==> config.mk <==
export PLATFORM = sky130hd
export DESIGN_NAME = stepper_axis_motion_controller_top
export DESIGN_NICKNAME = d
export VERILOG_FILES = /design/src/hdl/samc_pkg.sv /design/src/hdl/samc_ctrl.sv /design/src/hdl/samc_dp.sv /design/src/hdl/stepper_axis_motion_controller_top.sv
export SDC_FILE = /design/constraint.sdc
export NUM_CORES = 2
export LEC_CHECK = 0
export BUFFER_PORTS_ARGS = -buffer_cell sky130_fd_sc_hd__buf_2
export CAP_MARGIN = 30
export CORE_MARGIN = 1
export CORE_UTILIZATION = 45
export CTS_CLUSTER_DIAMETER = 100
export DETAILED_ROUTE_END_ITERATION = 8
export SETUP_SLACK_MARGIN = 0.05
export SLEW_MARGIN = 25
export SYNTH_ARGS = -nofsm -noshare
export SYNTH_HDL_FRONTEND = slang
export SYNTH_HIERARCHICAL = 1
export SYNTH_SLANG_ARGS = --single-unit
==> constraint.sdc <==
create_clock -name clk -period 6.4 [get_ports clk]
set_input_delay 1.28 -clock clk [delete_from_list [all_inputs] [get_ports clk]]
set_output_delay 1.28 -clock clk [all_outputs]
set_load 0.005 [all_outputs]
==> src/hdl/samc_pkg.sv <==
// Shared types and constants for the stepper axis motion controller.
package samc_pkg;

  typedef enum logic [2:0] {
    OP_TICK = 3'd0,
    OP_JOG  = 3'd1,
    OP_GOTO = 3'd2,
    OP_HOME = 3'd3,
    OP_STOP = 3'd4
  } op_t;

  typedef enum logic [1:0] {
    PH_IDLE = 2'd0,
    PH_OVER = 2'd1,
    PH_APPR = 2'd2,
    PH_DONE = 2'd3
  } phase_t;

  typedef enum logic [1:0] {
    EV_NONE  = 2'd0,
    EV_HIT   = 2'd1,
    EV_RANGE = 2'd2
  } home_ev_t;

  typedef enum logic [2:0] {
    REG_MIN_JOG   = 3'd0,
    REG_MAX_SPEED = 3'd1,
    REG_DEF_GOTO  = 3'd2,
    REG_BACKLASH  = 3'd3,
    REG_HOME_SPD  = 3'd4,
    REG_HOME_NEG  = 3'd5,
    REG_HOME_RNG  = 3'd6,
    REG_INV_DIR   = 3'd7
  } reg_idx_t;

  typedef enum logic [3:0] {
    S_IDLE,
    S_EXEC,
    S_SEQ,
    S_HOME,
    S_VEL,
    S_DINIT,
    S_DIV,
    S_STEP,
    S_OUT
  } state_t;

  localparam int unsigned QW = 20;            // quotient width of 1e6 / |v|
  localparam logic [QW-1:0] US_PER_S = 20'd1000000;
  localparam logic [QW-1:0] MIN_DELAY = 20'd250;
  localparam logic [QW-1:0] DIV_LAST = 20'd19; // step count of the divider, less one
  localparam int unsigned SLEW = 2;

  typedef struct packed {
    logic load_in;
    logic exec_op;
    logic do_seq;
    logic do_home;
    logic do_vel;
    logic div_init;
    logic div_step;
    logic do_step;
    logic load_out;
  } cmd_t;

  typedef struct packed {
    logic is_tick;
    logic vel_nz;
    logic div_last;
  } stat_t;

endpackage

==> src/hdl/samc_ctrl.sv <==
// Sequencing state machine for the stepper axis controller.
module samc_ctrl (
  input  logic              clk,
  input  logic              rst,
  input  logic              in_fire,
  input  logic              m_tready,
  input  samc_pkg::stat_t   stat,
  output logic              s_tready,
  output logic              m_tvalid,
  output samc_pkg::cmd_t    cmd
);

  samc_pkg::state_t state, state_next;
  logic out_go;

  assign s_tready = (state == samc_pkg::S_IDLE);
  assign out_go   = (state == samc_pkg::S_OUT) && (!m_tvalid || m_tready);

  always_ff @(posedge clk) begin
    if (rst) begin
      state    <= samc_pkg::S_IDLE;
      m_tvalid <= 1'b0;
    end else begin
      state <= state_next;
      if (out_go) begin
        m_tvalid <= 1'b1;
      end else if (m_tready) begin
        m_tvalid <= 1'b0;
      end
    end
  end

  always_comb begin
    state_next = state;
    cmd = '0;
    case (state)
      samc_pkg::S_IDLE: begin
        if (in_fire) begin
          cmd.load_in = 1'b1;
          state_next = samc_pkg::S_EXEC;
        end
      end
      samc_pkg::S_EXEC: begin
        if (stat.is_tick) begin
          state_next = samc_pkg::S_SEQ;
        end else begin
          cmd.exec_op = 1'b1;
          state_next = samc_pkg::S_OUT;
        end
      end
      samc_pkg::S_SEQ: begin
        cmd.do_seq = 1'b1;
        state_next = samc_pkg::S_HOME;
      end
      samc_pkg::S_HOME: begin
        cmd.do_home = 1'b1;
        state_next = samc_pkg::S_VEL;
      end
      samc_pkg::S_VEL: begin
        cmd.do_vel = 1'b1;
        state_next = samc_pkg::S_DINIT;
      end
      samc_pkg::S_DINIT: begin
        if (stat.vel_nz) begin
          cmd.div_init = 1'b1;
          state_next = samc_pkg::S_DIV;
        end else begin
          state_next = samc_pkg::S_OUT;
        end
      end
      samc_pkg::S_DIV: begin
        cmd.div_step = 1'b1;
        if (stat.div_last) begin
          state_next = samc_pkg::S_STEP;
        end
      end
      samc_pkg::S_STEP: begin
        cmd.do_step = 1'b1;
        state_next = samc_pkg::S_OUT;
      end
      samc_pkg::S_OUT: begin
        if (out_go) begin
          cmd.load_out = 1'b1;
          state_next = samc_pkg::S_IDLE;
        end
      end
      default: state_next = samc_pkg::S_IDLE;
    endcase
  end

`ifndef SYNTH
  a_div_holds: assert property (@(posedge clk) disable iff (rst)
    (state == samc_pkg::S_DIV && !stat.div_last) |=> state == samc_pkg::S_DIV)
    else $error("divider left early");
  a_busy_after_accept: assert property (@(posedge clk) disable iff (rst)
    in_fire |=> !s_tready)
    else $error("input taken while busy");
  a_out_loaded: assert property (@(posedge clk) disable iff (rst)
    cmd.load_out |=> m_tvalid)
    else $error("result not presented");
  a_step_after_div: assert property (@(posedge clk) disable iff (rst)
    cmd.do_step |-> $past(state) == samc_pkg::S_DIV)
    else $error("step without delay");
`endif

endmodule

==> src/hdl/samc_dp.sv <==
// Axis state, config registers, step delay divider and result register.
module samc_dp (
  input  logic              clk,
  input  logic              rst,
  input  logic              cfg_we,
  input  logic [2:0]        cfg_index,
  input  logic [30:0]       cfg_data,
  input  logic [2:0]        in_op,
  input  logic [95:0]       in_data,
  input  samc_pkg::cmd_t    cmd,
  output samc_pkg::stat_t   stat,
  output logic [55:0]       out_data
);

  localparam int unsigned QW_M1 = samc_pkg::QW - 1;

  // config
  logic [14:0] min_jog, max_spd, def_goto, home_spd;
  logic [15:0] backlash;
  logic        home_neg, inv_dir;
  logic [30:0] home_rng;

  // latched input beat
  logic [2:0]         op;
  logic [31:0]        now_us;
  logic               endstop;
  logic signed [15:0] jog;
  logic signed [31:0] goal;
  logic [14:0]        gspeed;

  // axis state
  logic signed [31:0] pos, final_goal, interim;
  logic signed [15:0] vel, wanted;
  logic [31:0]        last_stamp, origin;
  samc_pkg::phase_t   phase;
  logic               goto_act, homing;
  logic [14:0]        goto_spd;
  logic               pulse, refused;
  samc_pkg::home_ev_t event_code;

  // divider
  logic [QW_M1:0] quo;
  logic [15:0]    rem;
  logic [14:0]    dsor;
  logic [4:0]     dcnt;

  always_ff @(posedge clk) begin
    if (rst) begin
      min_jog  <= 15'd10;
      max_spd  <= 15'd4000;
      def_goto <= 15'd1000;
      backlash <= 16'd50;
      home_spd <= 15'd200;
      home_neg <= 1'b1;
      home_rng <= 31'd100000;
      inv_dir  <= 1'b0;
    end else if (cfg_we) begin
      case (samc_pkg::reg_idx_t'(cfg_index))
        samc_pkg::REG_MIN_JOG:   min_jog  <= cfg_data[14:0];
        samc_pkg::REG_MAX_SPEED: max_spd  <= cfg_data[14:0];
        samc_pkg::REG_DEF_GOTO:  def_goto <= cfg_data[14:0];
        samc_pkg::REG_BACKLASH:  backlash <= cfg_data[15:0];
        samc_pkg::REG_HOME_SPD:  home_spd <= cfg_data[14:0];
        samc_pkg::REG_HOME_NEG:  home_neg <= cfg_data[0];
        samc_pkg::REG_HOME_RNG:  home_rng <= cfg_data;
        samc_pkg::REG_INV_DIR:   inv_dir  <= cfg_data[0];
        default: ;
      endcase
    end
  end

  // ---- combinational helpers ----
  logic signed [15:0] home_vel;
  assign home_vel = home_neg ? -$signed({1'b0, home_spd}) : $signed({1'b0, home_spd});

  // jog clamp
  logic [16:0]        jmag, jclamp;
  logic signed [16:0] jsigned;
  always_comb begin
    jmag = jog[15] ? 17'(-$signed({jog[15], jog})) : {1'b0, jog};
    jclamp = jmag;
    if (jmag != 17'd0) begin
      if (jmag < {2'b0, min_jog}) jclamp = {2'b0, min_jog};
      else if (jmag > {2'b0, max_spd}) jclamp = {2'b0, max_spd};
    end
    jsigned = jog[15] ? -$signed(jclamp) : $signed(jclamp);
  end

  // goto setup
  logic [14:0]        gsp;
  logic signed [32:0] over_g;
  logic signed [31:0] over_sat;
  always_comb begin
    gsp = (gspeed != 15'd0) ? gspeed : def_goto;
    if (gsp > max_spd) gsp = max_spd;
    over_g = $signed({goal[31], goal}) - $signed({17'd0, backlash});
    over_sat = (over_g[32] != over_g[31]) ? 32'sh80000000 : over_g[31:0];
  end

  // goto sequencer
  samc_pkg::phase_t   sq_phase;
  logic signed [31:0] sq_interim, sq_pos;
  logic signed [15:0] sq_wanted, sq_vel;
  always_comb begin
    sq_phase = phase;
    sq_interim = interim;
    sq_pos = pos;
    sq_wanted = 16'sd0;
    sq_vel = vel;
    if (phase == samc_pkg::PH_OVER || phase == samc_pkg::PH_APPR) begin
      if (pos == interim) begin
        if (phase == samc_pkg::PH_OVER) begin
          sq_phase = samc_pkg::PH_APPR;
          sq_interim = final_goal;
        end else begin
          sq_pos = final_goal;
          sq_vel = 16'sd0;
          sq_phase = samc_pkg::PH_DONE;
        end
      end
      if (sq_phase != samc_pkg::PH_DONE) begin
        if (sq_pos < sq_interim) sq_wanted = $signed({1'b0, goto_spd});
        else if (sq_pos > sq_interim) sq_wanted = -$signed({1'b0, goto_spd});
        else begin
          // reached the final goal straight after overshoot
          sq_pos = final_goal;
          sq_vel = 16'sd0;
          sq_phase = samc_pkg::PH_DONE;
        end
      end
    end
  end

  // homing distance
  logic [31:0] hd_raw, hd;
  logic        hd_over;
  always_comb begin
    hd_raw = pos - origin;
    hd = hd_raw[31] ? (32'd0 - hd_raw) : hd_raw;
    hd_over = hd >= {1'b0, home_rng};
  end

  // slew
  logic signed [16:0] vdiff;
  logic signed [15:0] vel_new;
  logic               running;
  always_comb begin
    running = goto_act && (phase == samc_pkg::PH_OVER || phase == samc_pkg::PH_APPR);
    vdiff = $signed({wanted[15], wanted}) - $signed({vel[15], vel});
    if (running || wanted == 16'sd0) vel_new = wanted;
    else if (vdiff > 17'sd2) vel_new = vel + 16'sd2;
    else if (vdiff < -17'sd2) vel_new = vel - 16'sd2;
    else vel_new = wanted;
  end

  // divider step and step delay
  logic [16:0]    rsh;
  logic           rge;
  logic [QW_M1:0] delay;
  logic [31:0]    elapsed;
  always_comb begin
    rsh = {rem, quo[QW_M1]};
    rge = rsh >= {2'b0, dsor};
    delay = (quo < samc_pkg::MIN_DELAY) ? samc_pkg::MIN_DELAY : quo;
    elapsed = now_us - last_stamp;
  end

  always_ff @(posedge clk) begin
    if (rst) begin
      pos        <= '0;
      vel        <= '0;
      wanted     <= '0;
      last_stamp <= '0;
      phase      <= samc_pkg::PH_IDLE;
      goto_act   <= 1'b0;
      final_goal <= '0;
      interim    <= '0;
      goto_spd   <= '0;
      homing     <= 1'b0;
      origin     <= '0;
    end else begin
      if (cmd.exec_op) begin
        case (samc_pkg::op_t'(op))
          samc_pkg::OP_JOG: begin
            if (!homing) begin
              goto_act <= 1'b0;
              wanted   <= jsigned[15:0];
            end
          end
          samc_pkg::OP_GOTO: begin
            final_goal <= goal;
            goto_spd   <= gsp;
            if (pos == goal) begin
              phase   <= samc_pkg::PH_DONE;
              interim <= goal;
            end else if (pos < goal) begin
              phase   <= samc_pkg::PH_APPR;
              interim <= goal;
            end else begin
              phase   <= samc_pkg::PH_OVER;
              interim <= over_sat;
            end
            goto_act <= 1'b1;
            vel      <= '0;
            wanted   <= '0;
          end
          samc_pkg::OP_HOME: begin
            phase    <= samc_pkg::PH_IDLE;
            goto_act <= 1'b0;
            homing   <= 1'b1;
            origin   <= pos;
            wanted   <= home_vel;
          end
          samc_pkg::OP_STOP: begin
            wanted   <= '0;
            phase    <= samc_pkg::PH_IDLE;
            goto_act <= 1'b0;
            homing   <= 1'b0;
          end
          default: ;
        endcase
      end
      if (cmd.do_seq && goto_act) begin
        phase   <= sq_phase;
        interim <= sq_interim;
        pos     <= sq_pos;
        wanted  <= sq_wanted;
        vel     <= sq_vel;
        if (sq_phase == samc_pkg::PH_DONE) goto_act <= 1'b0;
      end
      if (cmd.do_home && homing) begin
        if (hd_over || !endstop) begin
          pos    <= '0;
          vel    <= '0;
          wanted <= '0;
          homing <= 1'b0;
        end else begin
          wanted <= home_vel;
        end
      end
      if (cmd.do_vel) vel <= vel_new;
      if (cmd.do_step && elapsed >= {12'd0, delay}) begin
        pos        <= vel[15] ? pos - 32'sd1 : pos + 32'sd1;
        last_stamp <= now_us;
      end
    end
  end

  // input latch, per-beat flags, divider and result register
  always_ff @(posedge clk) begin
    if (cmd.load_in) begin
      op      <= in_op;
      now_us  <= in_data[31:0];
      endstop <= in_data[32];
      jog     <= in_data[48:33];
      goal    <= in_data[80:49];
      gspeed  <= in_data[95:81];
      pulse      <= 1'b0;
      refused    <= 1'b0;
      event_code <= samc_pkg::EV_NONE;
    end
    if (cmd.exec_op && samc_pkg::op_t'(op) == samc_pkg::OP_JOG && homing) refused <= 1'b1;
    if (cmd.do_home && homing && (hd_over || !endstop)) begin
      event_code <= hd_over ? samc_pkg::EV_RANGE : samc_pkg::EV_HIT;
    end
    if (cmd.do_step && elapsed >= {12'd0, delay}) pulse <= 1'b1;
    if (cmd.div_init) begin
      quo  <= samc_pkg::US_PER_S;
      rem  <= '0;
      dsor <= vel[15] ? 15'(-vel) : vel[14:0];
      dcnt <= '0;
    end else if (cmd.div_step) begin
      rem  <= rge ? 16'(rsh - {2'b0, dsor}) : rsh[15:0];
      quo  <= {quo[QW_M1-1:0], rge};
      dcnt <= dcnt + 5'd1;
    end
    if (cmd.load_out) begin
      out_data <= {refused, event_code, homing, phase, vel, pos,
                   (!vel[15] && vel != 16'sd0) ^ inv_dir, pulse};
    end
  end

  assign stat.is_tick  = (samc_pkg::op_t'(op) == samc_pkg::OP_TICK);
  assign stat.vel_nz   = (vel != 16'sd0);
  assign stat.div_last = ({15'd0, dcnt} == samc_pkg::DIV_LAST);

endmodule

==> src/hdl/stepper_axis_motion_controller_top.sv <==
// Top level of the stepper axis motion controller.
// One stepper axis driven by command beats: tick (time and endstop level), jog, goto,
// home and stop. Every input beat yields exactly one result beat with the step pulse,
// direction level, position, velocity, goto phase and homing status. A tick walks the
// goto sequencer, homing check and velocity slew, then works out the step delay
// 1e6/|v| us (floor 250 us) in a bit-serial restoring divider; a tick with nonzero
// velocity runs the divider and then the step check, a tick at rest skips both, and
// the other commands go straight to the result. One beat is in work at a time; a
// finished result sits in the output register so the next beat can be taken while it waits.
// Config writes are taken any time but must only be made while the block is idle.
module stepper_axis_motion_controller_top (
  input  logic        clk,
  input  logic        rst,
  // config write port
  input  logic        cfg_we,
  input  logic [2:0]  cfg_index,
  input  logic [30:0] cfg_data,
  // command stream
  input  logic        s_tvalid,
  output logic        s_tready,
  // now_us[31:0], endstop_level[32], jog_velocity[48:33],
  // goal_position[80:49], goal_speed[95:81]
  input  logic [95:0] s_tdata,
  input  logic [2:0]  s_tuser,   // op[2:0]
  // result stream
  output logic        m_tvalid,
  input  logic        m_tready,
  // step_pulse[0], dir_level[1], position_now[33:2], velocity_now[49:34],
  // goto_phase[51:50], homing_busy[52], homing_event[54:53], command_refused[55]
  output logic [55:0] m_tdata
);

  samc_pkg::cmd_t  cmd;
  samc_pkg::stat_t stat;
  logic            in_fire;

  assign in_fire = s_tvalid && s_tready;

  samc_ctrl u_ctrl (
    .clk      (clk),
    .rst      (rst),
    .in_fire  (in_fire),
    .m_tready (m_tready),
    .stat     (stat),
    .s_tready (s_tready),
    .m_tvalid (m_tvalid),
    .cmd      (cmd)
  );

  samc_dp u_dp (
    .clk       (clk),
    .rst       (rst),
    .cfg_we    (cfg_we),
    .cfg_index (cfg_index),
    .cfg_data  (cfg_data),
    .in_op     (s_tuser),
    .in_data   (s_tdata),
    .cmd       (cmd),
    .stat      (stat),
    .out_data  (m_tdata)
  );

endmodule

==> results_dict.tcl <==
set metrics [dict create \
    outcome "finished with violations" \
    violations "DRC" \
    final_common_cell "nand2_1" \
    first_iter_violations 2766 \
    syn_area_um2 36800 \
    period_minus_slack_ps 6040 \
    synth_top_area_share_pct 20.0 \
    synth_area_leaders "dfxtp_1, edfxtp_1, ha_1" \
    cts_root_buffer "clkbuf_16" \
    grt_max_degree 167 \
    worstMarginPinSlew_ps 1060 \
    crit_family "compound AO/OA/AOI/OAI gates" \
    ys_ff_latch 540 \
    crit_type "register to register" \
    hold_end "u_dp/home_rng[29]" \
    numCtsBuffers 66 \
    setup_viol 0 \
    power_leakage_uw 0.0174 \
    cts_num_sinks 540 \
    worstSetupEndpointType "register" \
    asyncSetResetFlopFracSynth_pct 0 \
    ant_nets 0 \
    fp.dieW_um 288 \
    r2r-end "u_dp/vel[12]" \
    coreArea_um2 80800 \
    syn-instance-count 4389 \
    cp-startpoint "u_dp/pos[0]" \
    grt_pass1_vias 30494 \
    clock_path_buffers 3 \
    dieArea_um2 83000 \
    drc_errors 36 \
    drive_above_1_share_pct 11.3 \
    fp-row-count 104 \
    reg2reg_from "u_dp/pos[0]" \
    power_density_nw_per_um2 285 \
    peakVddDrop_mv 0.221 \
    path_max_fanout 8 \
    synth_ff_type "dfxtp_1" \
    finalHoldViolCount 0 \
    clock_latency_ps 630 \
    io_pins 196 \
    overflow 0 \
    die_h_um 288 \
    relSlewSlack_pct 29.5 \
    slew_violations 0 \
    synth_fp_nets 4843 \
    grt.total_usage_pct 27.7 \
    antenna_found_initial 0 \
    holdCritPathClass "register to register" \
    via_per_inst 5.83 \
    period_share_pct 94.4 \
    yosysTopAreaCell "dfxtp_1" \
    htreeDepth 3 \
    seq_area_frac_synth_pct 34.0 \
    ys_warn_count 6 \
    worst_r2r_path_depth 25 \
    syn_to_final_growth_pct 12.8 \
    fin_nets 5010 \
    initial_utilization_pct 45.6 \
    crit_buf_inv 4 \
    synth_cell_type_count 97 \
    max-cap-violations 0 \
    vias 33075 \
    fin_setup_tns_ps 0 \
    max_freq_mhz 166 \
    wirelength_um 117000 \
    clk_pin_slew_ps 60 \
    multi_input_area_um2 22600 \
    dr.pass1.iters 9 \
    cts_tree "done" \
    final_util_pct 51.4 \
    max_stage_delay_ps 600 \
    fin_skew_ps 30.0 \
    final_cell_mix "nand2_1, a21oi_1, dfxtp_1, nor2_1, ha_1" \
    min_path_cells 2 \
    crit_required_ps 6900 \
    n_fill_cell 7831 \
    dp_hpwl_um 88600 \
    rsz0062_at_grt "false" \
    regArea_um2 12500 \
    syn_avg_cell_area_um2 8.39 \
    synth_edf_count 172 \
    r2r_setup_slack_ps 360 \
    hp-start "u_dp/home_rng[29]" \
    grt_pass1_wl_um 180000 \
    gp_congestion 0.943 \
    wire_per_inst_um 20.7 \
    cpMaxStageDelayCell "or4_4" \
    cp.arrival_ps 6540 \
    portBuffers 195 \
    timing.critical_path.from_type "register" \
]
-- state kept, by name, summed over array words and instances (netlist names), 16 cells and up --
| name | cells |
|---|---|
| u_dp/backlash | 16 |
| u_dp/final_goal | 32 |
| u_dp/goal | 32 |
| u_dp/home_rng | 31 |
| u_dp/interim | 32 |
| u_dp/jog | 16 |
| u_dp/last_stamp | 32 |
| u_dp/now_us | 32 |
| u_dp/origin | 32 |
| u_dp/out_data | 56 |
| u_dp/pos | 32 |
| u_dp/quo | 20 |
| u_dp/rem | 16 |
| u_dp/vel | 16 |
| u_dp/wanted | 16 |
-- metal layers --
metal | GRT usage, % | vias up | share of wire (%)
li1 | - | 16137 | -
met2 | 40.1 | 1057 | 41
met4 | 8.03 | 0 | 2.6
met1 | 42.1 | 15720 | 50
met5 | 0 | - | 0
met3 | 3.72 | 161 | 6.9
-- per-stage QoR --
step | std cells | cell area, µm² | setup slack (ps) | total power, µW | hold WS [ps]
floorplan | 4389 | 36800 | 615 | 6780 | 400
detailed placement | 5545 | 39200 | 174 | 7920 | 447
global placement | 5543 | 39200 | 251 | 7910 | 438
CTS | 5666 | 41400 | 146 | 11800 | 454
global route | 5669 | 41500 | 16.3 | 12400 | 472
finish | 5671 | 41500 | 361 | 11800 | 452
-- worst reg2reg max path: cells and delay by family (launching register included) --
family                   cells  cell delay [ps]
AND/OR/NAND/NOR              6             1800
XOR/XNOR                     2              250
AO/OA/AOI/OAI               10             2200
flip-flops                   1              310
buffers and inverters        4              500
adder cells (fa/ha/maj)      3              870
-- final cells by class --
cell class              count  share of cell area (%)
multi-input cells        3367                    54.3
flip-flops and latches    540                    30.2
clock buffers              88                    4.35
repair buffers            294                    4.34
well taps                1060                    3.19
inverters                 287                    2.59
clock inverters            33                   0.997
diodes                      2                  0.0121
-- worst max-delay path by stage --
| stage | cells past startpoint | slack [ps] | endpoint |
|---|---|---|---|
| finish | 25 | 360 | u_dp/vel[12] |
| global route | 27 | 20 | u_dp/vel[12] |
| CTS | 27 | 150 | u_dp/vel[7] |
| detailed placement | 27 | 170 | u_dp/vel[7] |
| global placement | 27 | 250 | u_dp/vel[7] |
| floorplan | 29 | 620 | u_dp/wanted[10] |
-- cells in the mapped netlist (16+ instances only) --
cell type	count
a21oi_1	380
o211ai_1	45
inv_1	284
nor2b_1	43
o21a_1	37
and3_1	23
or3_1	30
nor2_1	331
nor4_1	40
a31oi_1	27
and2_1	19
o41ai_1	18
nor3_1	117
a211oi_1	61
nand3_1	100
a21o_1	131
buf_2	20
buf_1	16
nand2b_1	47
xor2_1	74
o31ai_1	44
xnor2_1	169
a2111oi_0	16
ha_1	310
o21ai_0	175
nand2_1	585
dfxtp_1	368
nand4_1	73
edfxtp_1	172
mux2_2	50
clkbuf_1	153
mux2i_1	146
-- report_power, final --
| part | internal [µW] | leakage [µW] | switching (µW) |
|---|---|---|---|
| Clock | 2300 | 0.00107 | 1590 |
| Sequential | 3840 | 0.00455 | 302 |
| Combinational | 1440 | 0.0118 | 2370 |
| Total | 7580 | 0.0174 | 4270 |
-- logic make-up after synthesis --
kind of cell               count (synthesis)  share of synthesized area (%)
and+or+nand+nor                         1489                           18.7
AOI/OAI and AO/OA                       1117                           19.7
DFF                                      540                           34.0
buffers and inverters                    483                           5.09
adders and majority gates                316                           10.9
xor gates and xnor gates                 243                           5.78
muxes                                    201                           5.80
-- timing repair --
item,4_1_cts,5_1_grt
hold buffers,0,0
buffers inserted,0,2
setup endpoints to repair,0,65
resized for setup,0,18
Note: power is estimated with default switching activity, not from simulation.
